[src/rtl/sfpf_pkg.sv]
// Package for the SPI flash packet FIFO: payload structs, codes and constants.
// Used by every module of the block; depends on nothing.
`default_nettype none
package sfpf_pkg;
  localparam int PacketBytes = 32;
  localparam int FlashBytes  = 16777216;
  localparam int PtrW = $clog2(FlashBytes);
  localparam int IdxW = $clog2(PacketBytes);
  localparam int CntW = $clog2(PacketBytes + 1);

  typedef enum logic [1:0] {
    FUNC_ERASE = 2'd0, FUNC_PUSH = 2'd1, FUNC_POP = 2'd2, FUNC_REPLY = 2'd3
  } func_t;
  typedef enum logic [1:0] {
    KIND_SPI = 2'd0, KIND_DATA = 2'd1, KIND_STATUS = 2'd2, KIND_RSVD = 2'd3
  } kind_t;
  typedef enum logic [1:0] {
    ST_OK = 2'd0, ST_EMPTY = 2'd1, ST_PROG_FAIL = 2'd2, ST_ERASE_FAIL = 2'd3
  } status_t;

  localparam logic [7:0] CMD_WREN = 8'h06;
  localparam logic [7:0] CMD_WRDI = 8'h04;
  localparam logic [7:0] CMD_RDSR = 8'h05;
  localparam logic [7:0] CMD_RDSCUR = 8'h2B;
  localparam logic [7:0] CMD_PP = 8'h02;
  localparam logic [7:0] CMD_READ = 8'h03;
  localparam logic [7:0] CMD_CE = 8'h60;
  localparam logic [7:0] SR_WIP = 8'h01;
  localparam logic [7:0] SR_WEL = 8'h02;
  localparam logic [7:0] SCUR_PFAIL = 8'h20;
  localparam logic [7:0] SCUR_EFAIL = 8'h40;
  localparam logic [7:0] PAD_BYTE = 8'hFF;

  typedef struct packed {
    logic [1:0] func;
    logic [7:0] data_byte;
    logic       last_byte;
  } in_item_t;

  typedef struct packed {
    logic [1:0] kind;
    logic [7:0] spi_byte;
    logic       end_of_frame;
    logic       expect_reply;
    logic [7:0] host_byte;
    logic [1:0] status;
    logic       last;
  } out_item_t;
endpackage
`default_nettype wire

[src/rtl/sfpf_out_reg.sv]
// Output register stage for the result channel.
// Depends on sfpf_pkg for the result struct.
`default_nettype none
module sfpf_out_reg (
  input  wire logic               clk,
  input  wire logic               rst_n,
  input  wire logic               load,
  input  wire sfpf_pkg::out_item_t load_item,
  output logic                    full,
  output logic                    out_valid,
  input  wire logic               out_ready,
  output sfpf_pkg::out_item_t     out_item
);
  import sfpf_pkg::*;
  logic      valid_r;
  out_item_t item_r;

  always_ff @(posedge clk) begin
    if (!rst_n) begin
      valid_r <= 1'b0;
    end else if (load) begin
      valid_r <= 1'b1;
    end else if (out_ready) begin
      valid_r <= 1'b0;
    end
  end

  always_ff @(posedge clk) begin
    if (load) begin
      item_r <= load_item;
    end
  end

  assign full      = valid_r && !out_ready;
  assign out_valid = valid_r;
  assign out_item  = item_r;
endmodule
`default_nettype wire

[src/rtl/spi_flash_packet_fifo.sv]
// Top level of the SPI flash packet FIFO: transaction decode and byte sequencer.
// Depends on sfpf_pkg and sfpf_out_reg.
//
// Channel | Direction | Handshake
// in_     | input     | in_valid / in_ready, in_item
// out_    | output    | out_valid / out_ready, out_item
//
// One input transaction emits up to 38 results.
// The sequencer emits one result per cycle, while the output is not stalled, through a single output register.
// Reset is synchronous, active low, and clears pointers, counts and phase.
// A stalled output holds the sequencer; in_ready is low while results remain.
`default_nettype none
module spi_flash_packet_fifo (
  input  wire logic               clk,
  input  wire logic               rst_n,
  input  wire logic               in_valid,
  output logic                    in_ready,
  input  wire sfpf_pkg::in_item_t in_item,
  output logic                    out_valid,
  input  wire logic               out_ready,
  output sfpf_pkg::out_item_t     out_item
);
  import sfpf_pkg::*;

  typedef enum logic [1:0] {PH_IDLE, PH_WEL, PH_BUSY, PH_SCUR} phase_t;
  typedef enum logic [3:0] {
    SQ_NONE, SQ_WREN, SQ_POLL_CMD, SQ_POLL_DUMMY, SQ_PP_CMD, SQ_ADDR,
    SQ_PROG_DATA, SQ_CE, SQ_SCUR_CMD, SQ_SCUR_DUMMY, SQ_WRDI, SQ_STATUS,
    SQ_RD_CMD, SQ_RD_DUMMY, SQ_DATA
  } step_t;
  typedef enum logic [1:0] {OP_NONE, OP_PROGRAM, OP_READ, OP_ERASE} op_t;

  phase_t        phase_r;
  logic          reading_r;
  op_t           op_r;
  step_t         step_r;
  logic [PtrW-1:0] wptr_r, rptr_r;
  logic [CntW-1:0] fill_r, rcnt_r, cnt_r;
  logic [1:0]    acnt_r;
  logic [1:0]    stat_r;
  logic [7:0]    hbyte_r;
  logic [7:0]    buf_mem [PacketBytes];
  logic [7:0]    buf_rd_r;

  logic      emit, full;
  out_item_t res;
  logic [PtrW-1:0] addr;
  logic [7:0]      abyte;

  assign in_ready = (step_r == SQ_NONE);
  assign emit     = (step_r != SQ_NONE) && !full;
  assign addr     = (op_r == OP_PROGRAM) ? wptr_r : rptr_r;

  always_comb begin
    unique case (acnt_r)
      2'd0:    abyte = 8'(addr >> 16);
      2'd1:    abyte = 8'(addr >> 8);
      default: abyte = addr[7:0];
    endcase
  end

  always_comb begin
    res = '0;
    res.kind = KIND_SPI;
    unique case (step_r)
      SQ_WREN:       begin res.spi_byte = CMD_WREN; res.end_of_frame = 1'b1; end
      SQ_POLL_CMD:   res.spi_byte = CMD_RDSR;
      SQ_POLL_DUMMY: begin res.end_of_frame = 1'b1; res.expect_reply = 1'b1;
                           res.last = 1'b1; end
      SQ_PP_CMD:     res.spi_byte = CMD_PP;
      SQ_ADDR:       res.spi_byte = abyte;
      SQ_PROG_DATA:  begin res.spi_byte = buf_rd_r;
                           res.end_of_frame = (cnt_r == CntW'(PacketBytes - 1)); end
      SQ_CE:         begin res.spi_byte = CMD_CE; res.end_of_frame = 1'b1; end
      SQ_SCUR_CMD:   res.spi_byte = CMD_RDSCUR;
      SQ_SCUR_DUMMY: begin res.end_of_frame = 1'b1; res.expect_reply = 1'b1;
                           res.last = 1'b1; end
      SQ_WRDI:       begin res.spi_byte = CMD_WRDI; res.end_of_frame = 1'b1; end
      SQ_STATUS:     begin res.kind = KIND_STATUS; res.status = stat_r;
                           res.last = 1'b1; end
      SQ_RD_CMD:     res.spi_byte = CMD_READ;
      SQ_RD_DUMMY:   begin res.expect_reply = 1'b1;
                           res.end_of_frame = (cnt_r == CntW'(PacketBytes - 1));
                           res.last = res.end_of_frame; end
      SQ_DATA:       begin res.kind = KIND_DATA; res.host_byte = hbyte_r;
                           res.last = (stat_r == ST_EMPTY) ? 1'b1 : 1'b0; end
      default:       res = '0;
    endcase
  end

  logic acc;
  logic [7:0] d;
  logic prog_fail;
  assign acc = in_valid && in_ready;
  assign d   = in_item.data_byte;
  assign prog_fail = (op_r == OP_PROGRAM) ? ((d & SCUR_PFAIL) != 0)
                                          : ((d & SCUR_EFAIL) != 0);

  always_ff @(posedge clk) begin
    if (acc && in_item.func == FUNC_PUSH && phase_r == PH_IDLE && !reading_r
        && fill_r < CntW'(PacketBytes)) begin
      buf_mem[fill_r[IdxW-1:0]] <= d;
    end
    if (step_r == SQ_ADDR || step_r == SQ_PROG_DATA) begin
      if (step_r == SQ_ADDR || (emit && cnt_r != CntW'(PacketBytes - 1))) begin
        buf_rd_r <= (CntW'(step_r == SQ_ADDR ? '0 : cnt_r + 1'b1) < fill_r)
                    ? buf_mem[IdxW'(step_r == SQ_ADDR ? '0 : cnt_r + 1'b1)] : PAD_BYTE;
      end
    end
  end

  always_ff @(posedge clk) begin
    if (!rst_n) begin
      phase_r <= PH_IDLE; reading_r <= 1'b0; op_r <= OP_NONE; step_r <= SQ_NONE;
      wptr_r <= '0; rptr_r <= '0; fill_r <= '0; rcnt_r <= '0; cnt_r <= '0;
      acnt_r <= '0; stat_r <= ST_OK; hbyte_r <= '0;
    end else if (acc) begin
      cnt_r <= '0; acnt_r <= '0;
      if (phase_r == PH_IDLE && !reading_r) begin
        unique case (in_item.func)
          FUNC_ERASE: begin op_r <= OP_ERASE; step_r <= SQ_WREN; phase_r <= PH_WEL; end
          FUNC_PUSH: begin
            if (fill_r < CntW'(PacketBytes)) fill_r <= fill_r + 1'b1;
            if (in_item.last_byte || fill_r >= CntW'(PacketBytes - 1)) begin
              op_r <= OP_PROGRAM; step_r <= SQ_WREN; phase_r <= PH_WEL;
            end
          end
          FUNC_POP: begin
            if (rptr_r == wptr_r) begin
              stat_r <= ST_EMPTY; step_r <= SQ_STATUS;
            end else begin
              op_r <= OP_READ; step_r <= SQ_RD_CMD; reading_r <= 1'b1; rcnt_r <= '0;
            end
          end
          default: ;
        endcase
      end else if (in_item.func == FUNC_REPLY) begin
        if (reading_r) begin
          hbyte_r <= d; step_r <= SQ_DATA;
          rcnt_r <= (rcnt_r == CntW'(PacketBytes - 1)) ? '0 : rcnt_r + 1'b1;
          stat_r <= (rcnt_r == CntW'(PacketBytes - 1)) ? ST_PROG_FAIL : ST_EMPTY;
          if (rcnt_r == CntW'(PacketBytes - 1)) begin
            rptr_r <= PtrW'(rptr_r + PtrW'(PacketBytes));
            reading_r <= 1'b0; op_r <= OP_NONE;
          end
        end else begin
          unique case (phase_r)
            PH_WEL: begin
              if ((d & SR_WEL) != 0) begin
                step_r <= (op_r == OP_PROGRAM) ? SQ_PP_CMD : SQ_CE;
                phase_r <= PH_BUSY;
              end else begin
                step_r <= SQ_WREN;
              end
            end
            PH_BUSY: begin
              if ((d & SR_WIP) != 0) step_r <= SQ_POLL_CMD;
              else begin step_r <= SQ_SCUR_CMD; phase_r <= PH_SCUR; end
            end
            PH_SCUR: begin
              step_r <= SQ_WRDI;
              stat_r <= prog_fail ? ((op_r == OP_PROGRAM) ? ST_PROG_FAIL : ST_ERASE_FAIL)
                                  : ST_OK;
              if (op_r == OP_PROGRAM && !prog_fail)
                wptr_r <= PtrW'(wptr_r + PtrW'(PacketBytes));
              phase_r <= PH_IDLE; op_r <= OP_NONE;
            end
            default: phase_r <= PH_IDLE;
          endcase
        end
      end
    end else if (emit) begin
      unique case (step_r)
        SQ_WREN:     step_r <= SQ_POLL_CMD;
        SQ_POLL_CMD: step_r <= SQ_POLL_DUMMY;
        SQ_PP_CMD, SQ_RD_CMD: step_r <= SQ_ADDR;
        SQ_ADDR: begin
          acnt_r <= acnt_r + 1'b1;
          if (acnt_r == 2'd2)
            step_r <= (op_r == OP_PROGRAM) ? SQ_PROG_DATA : SQ_RD_DUMMY;
        end
        SQ_PROG_DATA: begin
          cnt_r <= cnt_r + 1'b1;
          if (cnt_r == CntW'(PacketBytes - 1)) begin
            step_r <= SQ_POLL_CMD; fill_r <= '0;
          end
        end
        SQ_RD_DUMMY: begin
          cnt_r <= cnt_r + 1'b1;
          if (cnt_r == CntW'(PacketBytes - 1)) step_r <= SQ_NONE;
        end
        SQ_CE:       step_r <= SQ_POLL_CMD;
        SQ_SCUR_CMD: step_r <= SQ_SCUR_DUMMY;
        SQ_WRDI:     step_r <= SQ_STATUS;
        SQ_DATA:     step_r <= (stat_r == ST_EMPTY) ? SQ_NONE : SQ_STATUS;
        default:     step_r <= SQ_NONE;
      endcase
      if (step_r == SQ_DATA && stat_r != ST_EMPTY) stat_r <= ST_OK;
    end
  end

  sfpf_out_reg u_out (
    .clk(clk), .rst_n(rst_n), .load(emit), .load_item(res), .full(full),
    .out_valid(out_valid), .out_ready(out_ready), .out_item(out_item)
  );
endmodule
`default_nettype wire

[config.mk]
export PLATFORM = sky130hd
export DESIGN_NAME = spi_flash_packet_fifo
export DESIGN_NICKNAME = d
export VERILOG_FILES = /design/src/rtl/sfpf_pkg.sv /design/src/rtl/sfpf_out_reg.sv /design/src/rtl/spi_flash_packet_fifo.sv
export SDC_FILE = /design/constraint.sdc
export NUM_CORES = 1
export LEC_CHECK = 0
export BUFFER_PORTS_ARGS = -buffer_cell sky130_fd_sc_hd__buf_2
export CORE_MARGIN = 2
export CORE_UTILIZATION = 35
export DETAILED_ROUTE_END_ITERATION = 12
export PLACE_DENSITY = 0.5
export SLEW_MARGIN = 20
export SYNTH_ARGS = -nofsm -noshare
export SYNTH_HDL_FRONTEND = slang
export SYNTH_SLANG_ARGS = --single-unit
[constraint.sdc]
create_clock -name clk -period 4.5 [get_ports clk]
set_clock_uncertainty 0.15 [all_clocks]
set_input_delay 0.9 -clock clk [delete_from_list [all_inputs] [get_ports clk]]
set_output_delay 0.9 -clock clk [all_outputs]
set_load 0.05 [all_outputs]
# After elaboration in Yosys (flattened, before gate mapping)
# Memories as Yosys holds them, arrays and structs flattened. A register that Yosys moved wholly into a read port is not among the register bits.
# Index checks and enable logic that the tools add are counted.
[word_totals]
mem_count = 1
ff_bits = 111
elab_cells = 215
ramBits = 256
[memory_table]
columns = ["name", "words", "word_bits", "rd", "rd_clocked_by_memory_dff", "wr", "line_no", "rtl"]
rows = [
  ["buf_mem", 32, 8, 1, 1, 1, "spi_flash_packet_fifo.sv:42", "logic [7:0] buf_mem [PacketBytes];"],
]
[op_classes]
add_sub_neg = 6
order_cmp = 3
n_eq_ne = 52
bitwise_logic = 3
n_reduce_logical = 52
muxes = 78
[op_table]
columns = ["cell", "n"]
rows = [
  ["$mux 6", 14],
  ["$pmux 8 s9", 1],
  ["$add 24x6->24 const B", 2],
  ["$mux 2", 24],
  ["$mux 4", 12],
  ["$pmux 4 s9", 1],
  ["$eq 4x4->1 const B", 7],
  ["$eq 24x24->1", 1],
  ["$mux 24", 1],
  ["$pmux 4 s3", 2],
  ["$add 6x1->6 const B", 3],
  ["$reduce_and 6->1", 3],
  ["$eq 4x3->1 const B", 4],
  ["$pmux 8 s2", 1],
  ["$ne 3x2->1 const B", 5],
  ["$ne 3x3->1 const B", 5],
  ["$mux 1", 14],
  ["$reduce_and 7->1", 2],
  ["$reduce_bool 2->1", 7],
  ["$eq 6x5->1 const B", 2],
  ["$ne 2x1->1 const B", 6],
  ["$pmux 2 s2", 3],
  ["$logic_and 1x1->1", 11],
  ["$eq 2x1->1 const B", 5],
  ["other kinds (32)", 58],
]

# Logic depth before layout (Yosys ltp)
[depth]
ltp_word = 8
mapped_depth = 14
ltp_nobuf = 12

# Hierarchy
# Synthesis repeated with hierarchy kept, for this count alone.
[hier_totals]
cells_unflattened = 1427
hier_area_um2 = 16673.5
[modules_own_cells]
columns = ["module", "cells_per_inst", "n_inst", "area_each_um2"]
rows = [
  ["spi_flash_packet_fifo", 1401, 1, 15941.5],
  ["sfpf_out_reg", 26, 1, 732.0],
]

# Worst setup path before layout
# Ideal clock, no wire load.
[synth_path]
path_type = "flip-flop to flip-flop"
start = "register cnt_r[0]"
end = "register buf_rd_r[7] (read register of buf_mem) (data pin)"
path_stages_with_launch = 14
period_less_slack_ps = 3834
t_arrival_ps = 3423
setup_time_ps = 261
path_slack_ps = 666
path_cell_list = "dfxtp_1 ha_1 nand3_1 xor2_1 or2_2 clkbuf_1 inv_1 clkbuf_1 ha_1 a2111oi_0 nor2_1 nor3_1 nand3_1 o32a_1"
[synth_between]
elab_chain_cells = 4
[synth_rtl]
columns = ["item", "line_no", "rtl"]
rows = [
  ["from (decl)", "spi_flash_packet_fifo.sv:38", "logic [CntW-1:0] fill_r, rcnt_r, cnt_r;"],
  ["from (signal assigned)", "spi_flash_packet_fifo.sv:183", "cnt_r <= cnt_r + 1'b1;"],
  ["from (signal assigned)", "spi_flash_packet_fifo.sv:189", "cnt_r <= cnt_r + 1'b1;"],
  ["$add 6x1->6 / $ne 6x5->1 (equally long branches)", "spi_flash_packet_fifo.sv:106, spi_flash_packet_fifo.sv:105", ""],
  ["$mux 6 / $logic_and 1x1->1 (equally long branches)", "spi_flash_packet_fifo.sv:107, spi_flash_packet_fifo.sv:105", ""],
  ["$lt 6x6->1 / $logic_or 1x1->1 (equally long branches)", "spi_flash_packet_fifo.sv:106, spi_flash_packet_fifo.sv:105", ""],
  ["$logic_not 1->1 (no source line) / $reduce_and 2->1 (equally long branches)", "n/a", ""],
  ["to (decl)", "spi_flash_packet_fifo.sv:43", "logic [7:0] buf_rd_r;"],
]
# Several ways; a longest one is shown, not always the timed one.
# A chain may end at the register's enable or synchronous reset.

# Worst setup path after layout
[layout_path]
start = "register cnt_r[1]"
end = "register buf_rd_r[4] (read register of buf_mem) (data pin)"
# Same word-level chain as after synthesis.

==> run metrics <==
run status finished clean; part of the cycle the worst path needs 91.5%; Total Routed Length approximately 45000 um; Reg2Reg Capture Point buf_rd_r[4]; Residual DRC 0; area of the multi-input gates 5920 um^2; CP peak stage delay 0.71 ns; Slew HR a little under a quarter; post-placement cell area 17400 um^2; clk sinks about 370; CP Cell Sequence ha_1 -> nand3_1 -> xor2_1 -> or2_2 -> inv_1 -> ha_1 -> a2111oi_0 -> a21oi_1 -> nor2_1 -> nand3_1 -> o32a_1; post_cts resized 0; die footprint between 40000 and 50000 um^2; clock tree root buffer cell clkbuf_16; Mapped Nets 1410; Register-to-Register Path Depth 11; gr ovfl total 0; hold buffers post-CTS 0; cell internal pwr around 0.0059 W; hold slack final 0.315 ns; Worst VDD drop roughly 430 uV; drt initial violations 928; Synth area leader edfxtp_1; hold path cells 2; Unique masters post-synth 72; Chip Width between 200 and 250 um; critical path fanouts, max 13; Slowest-stage cell, CP a2111oi_0; max_cap viols 0; quantity of I/O buffers inserted on ports 39; Inst Count DP slightly below 2000; count of pins over their slew limit 0; initial antenna violation count 1; Fillers 4361; number of buffers created by CTS 41; top_reg_cell synth edfxtp_1; largest net degree at the start of global routing 62; FP Rows 79; Pwr Density 438 nW/um^2; register bit total from synthesis about 370; Leak 6.31 nW; CP bufs+invs 1; router iterations before antenna repair 5; CP arrival 4.27 ns; setup slack, reg-to-reg approximately 0.38 ns; Min-Delay Endpoint hbyte_r[7]; endpoint type of the worst setup path register; Mapped Area approximately 17000 um^2; Req. time, crit path approximately 4.7 ns; Net Sw Power 0.00231 W; first-pass GRT wire length 68200 um; vias around 11000; design area 18700 um^2; top cell type's share of synthesized area a little over half; GRT met2 Usage between 20 and 30%; Fin Setup TNS 0 ns; area growth from synthesis to layout 13.3%; vias per cell ~5.4; Hold WC Path Type register to register; Clk pwr share 38.8%; die height about 220 um; Worst-path clk slew around 0.060 ns; worst flop-to-flop path startpoint cnt_r[1]; ranking of synthesized cells by area edfxtp_1, dfxtp_1, nand2_1; final setup fails 0; CTS max path bufs 3; Routed Antenna Nets 0; Sw Share roughly 28%; H-tree Lvls 2; DP HPWL between 20000 and 30000 um; syn_area_per_cell 12.0 um^2; PnR worst setup slack around 0.38 ns; yosys warns 0; met3 Use GR 3.32%; worst hold path startpoint hbyte_r[7]; TritonCTS clock tree built; post-synthesis sequential area ratio between 60% and 70%; crit-path leading delay family compound AO/OA/AOI/OAI gates; kind of critical path register to register; count of final hold-check violations 0; layout cells sized above 1 between 10% and 20%; # Post-CTS Setup Buffers 0; gpl congestion around 0.85; ys async rst share 0%; later-pin clock latency in the skew report ~0.58 ns; Startpoint Class register; combinational power share approximately 14%; vias in the first global route about 11000; fin nets between 1000 and 1500; slew of the pin with the lowest slew margin about 1.2 ns; initial core utilization a little over a third; RSZ-0062 raised after global routing no; Post-synth EDFFs 287; sequential share of power a little under half; Place WS around 0.48 ns; Syn Inst Count between 1000 and 1500; num ports 40; met1 Usage GRT roughly a quarter; Peak Freq between 200 and 250 MHz; FF+latch area a little over 10000 um^2; Final Critical Period just over 4 ns; wire per inst 21.9 um; GR peak layer met2; final instance count without filler cells just over 2000; total track usage between 10% and 20%; core footprint roughly 47000 um^2
[synthesized netlist by cell type, types with 7 or more instances]
cell type,instances
a2111oi_0,12
a211oi_1,20
a21boi_0,18
a21boi_1,7
a21oi_1,36
a22oi_1,17
a2bb2oi_1,7
a311o_1,7
a31oi_1,11
a32oi_1,8
and2_1,31
and3_1,7
buf_1,7
clkbuf_1,70
dfxtp_1,78
edfxtp_1,287
ha_1,20
inv_1,29
mux2_2,19
mux2i_1,34
mux4_2,15
nand2_1,158
nand2b_1,16
nand3_1,64
nand4_1,12
nor2_1,117
nor2b_1,28
nor3_1,9
nor3b_1,9
nor4_1,10
o21ai_0,40
o22ai_1,12
or3_1,15
xnor2_1,26
xor2_1,32
[stage by stage]
stage / utilization [%] / total power, W
after global routing: 40.2 / 0.00850
after global placement: 37.5 / 0.00509
after CTS: 40.2 / 0.00829
after floorplan: - / 0.00477
after detailed placement: 37.5 / 0.00509
final: 40.2 / 0.00820
[power by group through the flow]
| stage | combinational [W] | sequential (W) | clock (W) |
|---|---|---|---|
| after detailed placement | 0.00117 | 0.00392 | 0 |
| after global placement | 0.00117 | 0.00392 | 0 |
| final | 0.00117 | 0.00385 | 0.00318 |
| after global routing | 0.00125 | 0.00386 | 0.00339 |
| after floorplan | 0.000452 | 0.00431 | 0 |
| after CTS | 0.00117 | 0.00385 | 0.00326 |
[cells by family after synthesis]
group	count (synthesis)	synth area share, %
muxes	68	5.40
DFF	365	61.6
xor gates and xnor gates	58	3.08
buffers and inverters	112	2.78
adders and majority gates	20	1.51
AOI/OAI and AO/OA	252	10.9
and+or+nand+nor	500	14.8
[sequential cells by signal (all words and copies together) (netlist names), 2 cells and up]
signal,flops
buf_mem,256
step_r,4
fill_r,6
rcnt_r,6
wptr_r,19
rptr_r,19
op_r,2
buf_rd_r,8
stat_r,2
cnt_r,6
phase_r,2
hbyte_r,8
acnt_r,2
u_out.out_item,23
[cell type report]
class                      instances  area share (%)
timing repair buffer              75            2.49
sequential                       365            54.4
clock inverter                    26            1.03
multi-input combinational        898            31.7
tap                              607            4.06
antenna                            1          0.0134
inverter                          29           0.582
clock buffer                      48            5.74
[cell usage in the layout (no fill, tap or decap), drive strengths merged, types with 7 or more instances in the layout]
cell | netlist | final
nor3 | 11 | 11
nand3 | 64 | 64
a311o | 7 | 7
inv | 29 | 31
dfxtp | 78 | 78
xnor2 | 26 | 26
and2 | 31 | 31
ha | 20 | 20
a32oi | 8 | 8
a2111oi | 12 | 12
a21oi | 36 | 36
a2bb2oi | 7 | 7
a22oi | 17 | 17
nor2 | 118 | 118
nand4 | 12 | 12
nand2b | 16 | 16
mux2 | 19 | 19
o22ai | 12 | 12
a211oi | 20 | 20
a31oi | 11 | 11
xor2 | 32 | 32
a21boi | 25 | 25
or3 | 15 | 15
mux4 | 15 | 15
nor4 | 13 | 13
clkbuf | 70 | 48
nor3b | 9 | 9
o21ai | 43 | 43
and3 | 7 | 7
edfxtp | 287 | 287
mux2i | 34 | 34
nor2b | 28 | 28
nand2 | 158 | 158
buf | 13 | 75
clkinv | 0 | 22
[worst reg2reg max path, cell delays in order, from the launching register on]
cell and delay (ns):
dfxtp_1 0.35, ha_1 0.36, nand3_1 0.21, xor2_1 0.43, or2_2 0.20, inv_1 0.21
ha_1 0.29, a2111oi_0 0.71, a21oi_1 0.14, nor2_1 0.40, nand3_1 0.18, o32a_1 0.22
[metal layers]
| layer | share of wire [%] | vias up |
|---|---|---|
| met1 | 47 | 5517 |
| met3 | 5.5 | 69 |
| met5 | 0 | - |
| met2 | 44 | 319 |
| li1 | - | 5185 |
| met4 | 2.8 | 0 |
[how the worst max path moves through the flow]
stage	to	start	slack [ns]	cells after the start
2_1_floorplan	buf_rd_r[7]	cnt_r[0]	0.67	13
3_3_place_gp	buf_rd_r[4]	cnt_r[0]	0.63	11
3_5_place_dp	buf_rd_r[4]	cnt_r[1]	0.48	11
4_1_cts	buf_rd_r[4]	cnt_r[1]	0.46	11
5_1_grt	buf_rd_r[4]	cnt_r[1]	0.08	11
6_report	buf_rd_r[4]	cnt_r[1]	0.38	11
Power figures use the tool's default switching activity.
